### src/rtl/sbgp_pkg.sv
// Shared widths for the soft-body gas pressure force block.
package sbgp_pkg;
    localparam int DIVD_W = 72;
    localparam int DIVS_W = 64;
    localparam int SQ_W   = 62;
    localparam int RT_W   = 31;
endpackage

### src/rtl/sbgp_sqrt.sv
// Bitwise integer square root, one result bit per cycle.
module sbgp_sqrt
(
    input  logic                      clk,
    input  logic                      rst_n,
    input  logic                      start,
    input  logic [sbgp_pkg::SQ_W-1:0] radicand,
    output logic [sbgp_pkg::RT_W-1:0] root,
    output logic                      done
);
    localparam int CNT_W = $clog2(sbgp_pkg::RT_W);

    logic [sbgp_pkg::SQ_W-1:0] v_reg, v_next;
    logic [sbgp_pkg::SQ_W-1:0] r_reg, r_next;
    logic [sbgp_pkg::SQ_W-1:0] b_reg, b_next;
    logic [sbgp_pkg::SQ_W-1:0] trial;
    logic [CNT_W-1:0]          cnt_reg, cnt_next;
    logic                      busy_reg, busy_next;
    logic                      done_reg, done_next;

    always_comb
    begin
        trial     = r_reg + b_reg;
        v_next    = v_reg;
        r_next    = r_reg;
        b_next    = b_reg;
        cnt_next  = cnt_reg;
        busy_next = busy_reg;
        done_next = 1'b0;
        if (start)
        begin
            v_next    = radicand;
            r_next    = '0;
            b_next    = {2'b01, {(sbgp_pkg::SQ_W-2){1'b0}}};
            cnt_next  = CNT_W'(sbgp_pkg::RT_W - 1);
            busy_next = 1'b1;
        end
        else if (busy_reg)
        begin
            if (v_reg >= trial)
            begin
                v_next = v_reg - trial;
                r_next = (r_reg >> 1) + b_reg;
            end
            else
            begin
                r_next = r_reg >> 1;
            end
            b_next   = b_reg >> 2;
            cnt_next = cnt_reg - 1'b1;
            if (cnt_reg == '0)
            begin
                busy_next = 1'b0;
                done_next = 1'b1;
            end
        end
    end

    always_ff @(posedge clk or negedge rst_n)
    begin
        if (!rst_n)
        begin
            busy_reg <= 1'b0;
            done_reg <= 1'b0;
            cnt_reg  <= '0;
        end
        else
        begin
            busy_reg <= busy_next;
            done_reg <= done_next;
            cnt_reg  <= cnt_next;
        end
    end

    always_ff @(posedge clk)
    begin
        v_reg <= v_next;
        r_reg <= r_next;
        b_reg <= b_next;
    end

    assign root = r_reg[sbgp_pkg::RT_W-1:0];
    assign done = done_reg;
endmodule

### config.mk
export PLATFORM = sky130hd
export DESIGN_NAME = sbgp_sqrt
export DESIGN_NICKNAME = d
export VERILOG_FILES = /design/src/rtl/sbgp_pkg.sv /design/src/rtl/sbgp_sqrt.sv
export SDC_FILE = /design/constraint.sdc
export NUM_CORES = 1
export LEC_CHECK = 0
export CAP_MARGIN = 5
export CORE_MARGIN = 3
export CORE_UTILIZATION = 40
export CTS_CLUSTER_DIAMETER = 60
export DETAILED_ROUTE_END_ITERATION = 8
export DONT_BUFFER_PORTS = 1
export HOLD_SLACK_MARGIN = 0.15
export PLACE_DENSITY = 0.59
export SYNTH_ARGS = -nofsm -noshare
export SYNTH_HDL_FRONTEND = slang
export SYNTH_SLANG_ARGS = --single-unit
### constraint.sdc
create_clock -name clk -period 11.8 [get_ports clk]
set_clock_uncertainty 0.15 [all_clocks]
set_input_delay 1.77 -clock clk [delete_from_list [all_inputs] [get_ports clk]]
set_output_delay 1.77 -clock clk [all_outputs]
set_load 0.02 [all_outputs]
==> results.cfg <==
[pwr]
combPwrFrac = 0.573
switching_share = 0.4595
peakVddDrop_v = 0.0001425
power.density_nw_per_um2 = 212.6
internal_power_mw = 1.800
clkPwrFrac = 0.166
leakage_nw = 6.012
switching_power_mw = 1.530
seq_power_share = 0.261

[yosys]
ys_seq_area_frac = 0.2583
synth.cells.most_frequent = nand2_1 (252), nor2_1 (171), o21ai_0 (154), a21oi_1 (134), ha_1 (128)
yosysMostFrequentCell = nand2_1
synthArstFlopShare = 0.04321
synthesis.area_sq_um = 15090
synthTopCellsByArea = dfxtp_1 (12%), edfxtp_1 (12%), ha_1 (11%)
synth_nets = 2112
ys_seq_elements = 162
netlist.area_leader.share = 0.1234
synth_edf_count = 62
postSynthAreaPerCell_sq_um = 7.869
synth_cells = 1918
synth.distinct_cells = 83
synthFlopType = dfxtp_1
yosys_warnings = 0
yosys.area.top_type = dfxtp_1

[flow_run]
maxCapViolations = 0

[cts]
cts_hold_buf = 0
htreeDepth = 4
path_clk_slew_ns = 0.07
cts_setup_buffers = 0
cts-root-buf = clkbuf_16
cts_resized = 0
cts_tree = done
cts_made_buffers = 17
cts_sinks = 162
clockBufferDepth = 2
clk_latency_ns = 0.45

[setup_path]
reg2reg_from = r_reg[0]
crit_fanout = 62
slowest_stage = a2111oi_0
cp_num_buf_inv = 2
crit_chain = ha_1 -> ha_1 -> a21o_1 -> a31oi_1 -> o31ai_1 -> o211ai_1 -> a21oi_1 -> o22ai_1 -> o21a_1 -> o31ai_4 -> nor2_1 -> a2111oi_0 -> ha_1 -> nand2_1 -> nor4_1 -> nand2_1 -> nor4_1 -> nor3_1 -> nand2_1 -> o32ai_4 -> buf_4 -> o21ai_4 -> buf_4
crit_type = flip-flop to flip-flop
worstPathRequired_ns = 11.72
regToRegSetupSlack_ns = 3.66
end_kind = flip-flop
start_kind = flip-flop
ff2ff_path_depth = 23
crit_family = compound AO/OA/AOI/OAI gates
cp.arrival_ns = 8.06
r2r-end = v_reg[61]
critical_path.max_stage_delay_ns = 0.67

[routing]
num_vias = 13700
drt_pass1_iterations = 5
ant_nets = 0
vias_per_cell = 5.888
routed_wl_microns = 45090
first_iter_violations = 957
wire_per_inst_microns = 19.38
post-route-drc-count = 0

[sta]
setup_viol = 0
fin_tns_setup_ns = 0
fin_crit_ns = 8.142
max_freq_ghz = 0.1228
rsz0062_at_grt = false
worst_pin_slew_ns = 1.049
max_slew_margin = 0.2942
period_share = 0.6900
final_hold_viol_count = 0
slew_viol_final = 0

[final_layout]
fin_cells = 2326
fillers = 3759
final_util = 0.4248
num_antenna_cells = 0
drive_gt1_frac = 0.04446
area_delta_synth_final_pct = 3.772
nets = 2003

[place]
port_buffers = 0
place_inst = 2294
place_congestion = 0.9285
dp_hpwl_microns = 34060

[die]
ios = 97
initial_utilization = 0.4093
die_h_microns = 200.3
fp.dieArea_sq_um = 40100
die_w_microns = 200.3
floorplan.rows = 70
fp.coreArea_sq_um = 36870

[hold_path]
hold_depth = 2
hold_path_end = cnt_reg[4]
hold_path.startpoint = cnt_reg[4]
worstHoldPathType = flip-flop to flip-flop

[global_routing]
antenna_found_initial = 2
grt_max_degree = 177
grt_first_pass_wirelength_microns = 72030
grt_pass1_vias = 13130
grt.total_usage = 0.2190
overflow = 0

[outcome]
status = finished, final reports clean
-- placed cells by master (no fill, tap or decap), drive strengths merged, types with 54 or more instances in the layout --
| master | instances |
|---|---|
| edfxtp | 62 |
| a21oi | 136 |
| nand4 | 54 |
| xnor2 | 97 |
| nand2 | 252 |
| xor2 | 59 |
| o21ai | 159 |
| ha | 128 |
| nor2 | 171 |
| a31oi | 64 |
| dfxtp | 93 |
-- worst max path at each step --
stage / depth (start not counted) / endpoint / slack [ns] / start
after CTS: 23 / v_reg[59] / 3.86 / r_reg[0]
final: 23 / v_reg[61] / 3.66 / r_reg[0]
after floorplan: 22 / v_reg[0] / 1.97 / r_reg[2]
after global placement: 23 / v_reg[61] / 3.81 / r_reg[0]
after global routing: 23 / v_reg[57] / 3.35 / r_reg[0]
after detailed placement: 23 / v_reg[61] / 3.95 / r_reg[0]
-- metal layers --
metal  routed length (microns)  up-vias  GRT usage
met5                        22        -          0
met4                      1368        4    0.07302
met3                      2301       74    0.04079
met2                     20260      354     0.3520
met1                     21130     6480     0.2974
li1                          -     6783          -
-- layout make-up --
type	count	area, sq um	share of cell area
Multi-Input combinational cell	1571	10320	0.6592
Sequential cell	162	3902	0.2492
Tap cell	504	630.6	0.04026
Clock buffer	26	521.8	0.03331
Inverter	50	187.7	0.01198
Timing Repair Buffer	7	52.55	0.003355
Clock inverter	6	42.54	0.002716
-- stage by stage --
stage	power (mW)	setup WS, ns	hold slack, ns	instance area [sq um]
floorplan	2.388	1.974	0.3295	15090
global placement	2.755	3.806	0.3495	15100
global route	3.595	3.351	0.4293	15660
detailed placement	2.756	3.954	0.3598	15100
finish	3.330	3.658	0.3818	15660
CTS	3.324	3.860	0.3798	15660
-- cell families after synthesis --
logic type                 count (synthesis)  synth area share
AOI/OAI and AO/OA                        590            0.2576
xor gates and xnor gates                 156           0.09052
adders and majority gates                129            0.1074
buffers and inverters                    185           0.05886
DFF                                      162            0.2583
muxes                                     48           0.03225
and+or+nand+nor                          648            0.1950
-- worst min-delay path, cell delays in order (launching register included) --
cell	delay, ns
dfrtp_1	0.36
xnor2_1	0.08
nand2_1	0.06
-- power groups by stage --
| stage | Sequential, mW | Clock, mW | Combinational (mW) |
|---|---|---|---|
| finish | 0.869 | 0.554 | 1.91 |
| global route | 0.883 | 0.586 | 2.13 |
| CTS | 0.870 | 0.565 | 1.89 |
| detailed placement | 0.879 | 0 | 1.88 |
| global placement | 0.879 | 0 | 1.88 |
| floorplan | 0.852 | 0 | 1.54 |
Power figures use the tool's default switching activity.
