## src/rtl/sbgp_pkg.sv

```systemverilog
// Shared widths for the soft-body gas pressure force block.
package sbgp_pkg;
    localparam int DIVD_W = 72;
    localparam int DIVS_W = 64;
    localparam int SQ_W   = 62;
    localparam int RT_W   = 31;
endpackage

```

## src/rtl/sbgp_div.sv

```systemverilog
// Restoring divider, one quotient bit per cycle.
module sbgp_div
(
    input  logic                        clk,
    input  logic                        rst_n,
    input  logic                        start,
    input  logic [sbgp_pkg::DIVD_W-1:0] dividend,
    input  logic [sbgp_pkg::DIVS_W-1:0] divisor,
    output logic [sbgp_pkg::DIVD_W-1:0] quotient,
    output logic                        done
);
    localparam int CNT_W = $clog2(sbgp_pkg::DIVD_W);

    logic [sbgp_pkg::DIVS_W-1:0] rem_reg, rem_next;
    logic [sbgp_pkg::DIVD_W-1:0] quo_reg, quo_next;
    logic [sbgp_pkg::DIVS_W-1:0] dvs_reg;
    logic [CNT_W-1:0]            cnt_reg, cnt_next;
    logic                        busy_reg, busy_next;
    logic                        done_reg, done_next;
    logic [sbgp_pkg::DIVS_W:0]   r_sh;
    logic [sbgp_pkg::DIVS_W:0]   r_sub;

    always_comb
    begin
        r_sh      = {rem_reg, quo_reg[sbgp_pkg::DIVD_W-1]};
        r_sub     = r_sh - {1'b0, dvs_reg};
        rem_next  = rem_reg;
        quo_next  = quo_reg;
        cnt_next  = cnt_reg;
        busy_next = busy_reg;
        done_next = 1'b0;
        if (start)
        begin
            rem_next  = '0;
            quo_next  = dividend;
            cnt_next  = CNT_W'(sbgp_pkg::DIVD_W - 1);
            busy_next = 1'b1;
        end
        else if (busy_reg)
        begin
            if (r_sh >= {1'b0, dvs_reg})
            begin
                rem_next = r_sub[sbgp_pkg::DIVS_W-1:0];
                quo_next = {quo_reg[sbgp_pkg::DIVD_W-2:0], 1'b1};
            end
            else
            begin
                rem_next = r_sh[sbgp_pkg::DIVS_W-1:0];
                quo_next = {quo_reg[sbgp_pkg::DIVD_W-2:0], 1'b0};
            end
            cnt_next = cnt_reg - 1'b1;
            if (cnt_reg == '0)
            begin
                busy_next = 1'b0;
                done_next = 1'b1;
            end
        end
    end

    always_ff @(posedge clk or negedge rst_n)
    begin
        if (!rst_n)
        begin
            busy_reg <= 1'b0;
            done_reg <= 1'b0;
            cnt_reg  <= '0;
        end
        else
        begin
            busy_reg <= busy_next;
            done_reg <= done_next;
            cnt_reg  <= cnt_next;
        end
    end

    always_ff @(posedge clk)
    begin
        rem_reg <= rem_next;
        quo_reg <= quo_next;
        if (start)
        begin
            dvs_reg <= divisor;
        end
    end

    assign quotient = quo_reg;
    assign done     = done_reg;
endmodule

```

## config.mk

```make
export PLATFORM = sky130hd
export DESIGN_NAME = sbgp_div
export DESIGN_NICKNAME = d
export VERILOG_FILES = /design/src/rtl/sbgp_pkg.sv /design/src/rtl/sbgp_div.sv
export SDC_FILE = /design/constraint.sdc
export NUM_CORES = 1
export LEC_CHECK = 0
export ABC_AREA = 1
export BUFFER_PORTS_ARGS = -buffer_cell sky130_fd_sc_hd__clkbuf_2
export CORE_MARGIN = 1
export CORE_UTILIZATION = 30
export DETAILED_ROUTE_END_ITERATION = 12
export HOLD_SLACK_MARGIN = 0.02
export PLACE_DENSITY = 0.46
export SETUP_SLACK_MARGIN = 0.4
export SLEW_MARGIN = 20
export SYNTH_ARGS = -nofsm -noshare
export SYNTH_HDL_FRONTEND = slang
export SYNTH_SLANG_ARGS = --single-unit
```

## constraint.sdc

```tcl
create_clock -name clk -period 4.3 [get_ports clk]
set_clock_uncertainty 0.15 [all_clocks]
set_input_delay 0.86 -clock clk [delete_from_list [all_inputs] [get_ports clk]]
set_output_delay 0.86 -clock clk [all_outputs]
set_load 0.005 [all_outputs]
```

==> metrics.sh <==
STATUS='finished, final reports clean'
SYNTH_FLOP_CELL='edfxtp_1'
DETAILEDROUTE.FIRSTITERATIONVIOLATIONS=808
DRIVE_GT1_SHARE_PCT=12.27
SETUP_TOTAL_NEGATIVE_SLACK_NS=0
CRIT_TYPE='reg2reg'
SETUP_REPAIR_AFTER_GLOBAL_ROUTING_MISSED_ITS_MARGIN='no'
DIE_WIDTH_UM=223.2
MIN_PERIOD_NS=3.243
WORST-R2R-SETUP-SLACK_NS=1.06
SEQ_POWER_SHARE_PCT=43.4
LARGEST_REGISTER_FFS=72
GRTUSAGEMET1_PCT=26.37
POSTLAYOUTCOREUTIL_PCT=35.91
SYNTH.TOP_CELL.AREA_SHARE_PCT=27.82
GRTUSAGEMET2_PCT=31.45
PLACEMENTROWS=80
AREA_GROWTH_PCT=17.55
SYNTH_SEQ_AREA_SHARE_PCT=38.08
INITIAL_CORE_UTIL_PCT=30.55
WORST_IR_DROP_VDD_mV=0.3721
CRITICAL_PATH.SLOWEST_CELL='buf_4'
AVERAGE_WIRE_LENGTH_PER_CELL_AFTER_DETAIL_ROUTING_UM=15.69
INTERNAL_POWER_OF_THE_CELLS_uW=3946
POSTCTSSETUPBUFFERS=0
WORST_R2R_ENDPOINT='rem_reg[50]'
FLOORPLAN.DIE.HEIGHT_UM=223.2
MAXCAPVIOLCOUNT=0
WORSTMARGINPINSLEW_NS=0.9087
SYNTH.FF_LATCH_COUNT=209
SWITCHINGPOWER_uW=1450
TOP_USAGE_LAYER='met2'
ROUTED-VIA-COUNT=13760
LOGIC_DEPTH_OF_THE_WORST_REGISTER_TO_REGISTER_PATH=17
POWER_PER_CELL_AREA_nW_PER_UM2=312.7
SYNTH_FP_NETS=2422
CRITPATHMOSTFREQUENTCELL='nand2_1'
GRT_PASS1_WL_MM=75.50
POST-SYNTH-TOP-AREA-CELL='edfxtp_1'
MAX_FREQ_MHz=308.3
WORST-ENDPOINT-REQUIRED_NS=4.62
YOSYS.CELL_TYPES.COUNT=39
SYNTH_COMMON_CELLS='nand2_1, inv_1, nand3_1, edfxtp_1, nor2_1'
CTS_HOLD_REPAIR.BUFFERS=1
HOLD_PATH.CLASS='in2reg'
SYNTHESIS.YOSYS.WARNINGS=0
GLOBALPLACE.CONGESTION=0.9513
CELL_WITH_THE_MOST_INSTANCES_AFTER_SYNTHESIS='nand2_1'
WORST_SETUP_PATH_STARTPOINT='dvs_reg[40]'
CTS_MAX_LEVEL=1
CRITICAL_PATH.MAX_FANOUT=65
GRT_START_MAX_NET_PINS=106
CLK_TRANSITION_REPORTED_PATHS_NS=0.06
GRT_PASS1_VIAS=13420
TOTALWIRELENGTH_MM=47.87
WORST_HOLD_SLACK_ACROSS_ALL_ENDPOINTS_NS=0.3083
CRITICAL_PATH.REG2REG.STARTPOINT='dvs_reg[40]'
STDCELL_COUNT=3052
ANTENNA_CELLS_INSERTED=0
POSTSYNTHAREAPERCELL_UM2=6.624
CLOCK_POWER_SHARE_PCT=42.6
CRITPATHCAPTURETYPE='flip-flop'
POST-ROUTE-DRC-COUNT=0
WORST_SKEW_PAIR.LATE_LATENCY_NS=0.57
YOSYS-TOP-CELLS-AREA='edfxtp_1, nand2_1, inv_1, dfxtp_1, ha_1'
PLACED_INSTANCES=3003
CLOCK_SINK_COUNT=209
SWSHARE_PCT=26.87
FINALSETUPVIOLATIONS=0
PLACE_HPWL_MM=37.65
NETLIST_INSTANCES=2216
TIMING.SLEW.HEADROOM_PCT=39.27
FINAL_ANTENNA_NET_COUNT=0
YS_ASYNC_SR_FRACTION_PCT=4.306
POWER_LEAKAGE_uW=0.009538
COMB_PWR_SHARE_PCT=14.0
GLOBALROUTEOVERFLOWTOTAL=0
NUMCTSBUFFERS=26
NUMBER_OF_OPTIMIZATION_ITERATIONS_IN_THE_FIRST_DETAILED_ROUTE_PASS=5
CP_SLOWEST_STAGE_DELAY_NS=0.66
CRIT_CHAIN='inv_1 > ha_1 > nand2_1 > inv_1 > a21oi_1 > nand2_1 > nand2_1 > nand2_1 > nand2_1 > nand2_1 > nor2_4 > buf_4 > nand3_1 > nand2_1 > inv_1 > nand2_1 > nand2_1'
STARTPOINT_TYPE='flip-flop'
DESIGN.CORE.AREA_UM2=48050
WORST_SETUP_PATH_ENDPOINT='rem_reg[50]'
FP.DIEAREA_UM2=49820
POST_SYNTH_EDFFS=136
CLOCK_TREE_FROM_TRITONCTS='built'
GRT_ANTENNA_BEFORE_REPAIR=1
NUMBER_OF_TOP_LEVEL_PINS=212
NUMBER_OF_BUFFERS_ON_THE_LONGEST_CLOCK_PATH=3
HOLD_VIOL=0
PLACEMENT.IO_BUFFERS=211
M3_GR_USAGE_PCT=3.977
NUM-NETS-FINAL=2623
ARRIVAL_NS=3.56
POST-ROUTE-PERIOD-UTIL_PCT=75.42
CTS-ROOT-BUF='clkbuf_16'
POST_CTS_RESIZED=0
TIMING_MAX_TRANSITION_VIOLATIONS_FINAL=0
GRT_TOTAL_USAGE_PCT=19.36
ROUTE.DETAILED.VIAS_PER_INST=4.507
POST_SYNTH_INSTANCE_AREA_UM2=14680
## cells in the final DEF, fill, tap and decap left out, types with 13 or more instances in the layout
cell	Yosys	layout
nand3_1	144	144
nor2_2	12	13
clkbuf_2	0	210
o21ai_1	17	17
nand2_1	948	948
nor3_1	18	18
dfxtp_1	64	64
nand4_1	18	18
nand3b_1	35	35
inv_1	441	441
o21ai_0	28	28
ha_1	66	66
clkbuf_16	0	26
a21oi_1	53	53
xnor2_1	28	28
edfxtp_1	136	136
nor2_1	103	101
## per-stage QoR
stage                     total power [uW]  cell area, um^2  setup WS [ns]
after global placement                3147            16340          1.086
after detailed placement              3145            16340          1.064
after floorplan                       2829            14680         0.4592
final                                 5396            17260          1.057
after global routing                  5672            17260         0.7134
after CTS                             5491            17260          1.043
## critical path, delay by kind of cell, from the launching register on
kind	cells	cell delay (ns)
flip-flops	1	0.32
buffers and inverters	4	0.80
adder cells (fa/ha/maj)	1	0.32
AND/OR/NAND/NOR	11	1.11
AO/OA/AOI/OAI	1	0.39
## area by class of cell
| cell class | instances | area, um^2 |
|---|---|---|
| clock buffers | 35 | 734.5 |
| clock inverters | 13 | 171.4 |
| fillers | 5343 | 30790 |
| inverters | 446 | 1675 |
| multi-input cells | 1512 | 7117 |
| flip-flops and latches | 209 | 5590 |
| well taps | 615 | 769.5 |
| repair buffers | 222 | 1197 |
## logic make-up (layout without fill, tap and decap cells)
logic type / Yosys count / in the layout / synth area share [%]
flip-flops: 209 / 209 / 38.08
AND/OR/NAND/NOR: 1303 / 1303 / 36.81
buffers and inverters: 495 / 716 / 13.50
XOR/XNOR: 31 / 31 / 1.850
adder cells (fa/ha/maj): 67 / 67 / 5.762
AO/OA/AOI/OAI: 111 / 111 / 3.998
## routing by layer
| layer | routed length, um | vias up |
|---|---|---|
| met5 | 0 | - |
| met4 | 1011 | 0 |
| met3 | 2817 | 51 |
| met2 | 21310 | 318 |
| met1 | 22730 | 6208 |
| li1 | - | 7178 |
## power by group through the flow
stage / combinational [uW] / clock (uW) / sequential, uW
3_5_place_dp: 762 / 0 / 2380
5_1_grt: 857 / 2450 / 2360
4_1_cts: 767 / 2380 / 2350
3_3_place_gp: 764 / 0 / 2380
6_report: 754 / 2300 / 2340
2_1_floorplan: 454 / 0 / 2380
## how the worst min path moves through the flow
stage / startpoint / endpoint / slack, ns / cells past startpoint
after floorplan: rem_reg[27] / rem_reg[27] / 0.29 / 2
after global routing: divisor[34] / dvs_reg[34] / 0.28 / 1
after CTS: divisor[46] / dvs_reg[46] / 0.28 / 1
after detailed placement: rem_reg[36] / rem_reg[36] / 0.31 / 2
final: divisor[36] / dvs_reg[36] / 0.31 / 1
after global placement: rem_reg[41] / rem_reg[41] / 0.31 / 2
(Power assumes the default switching activity.)
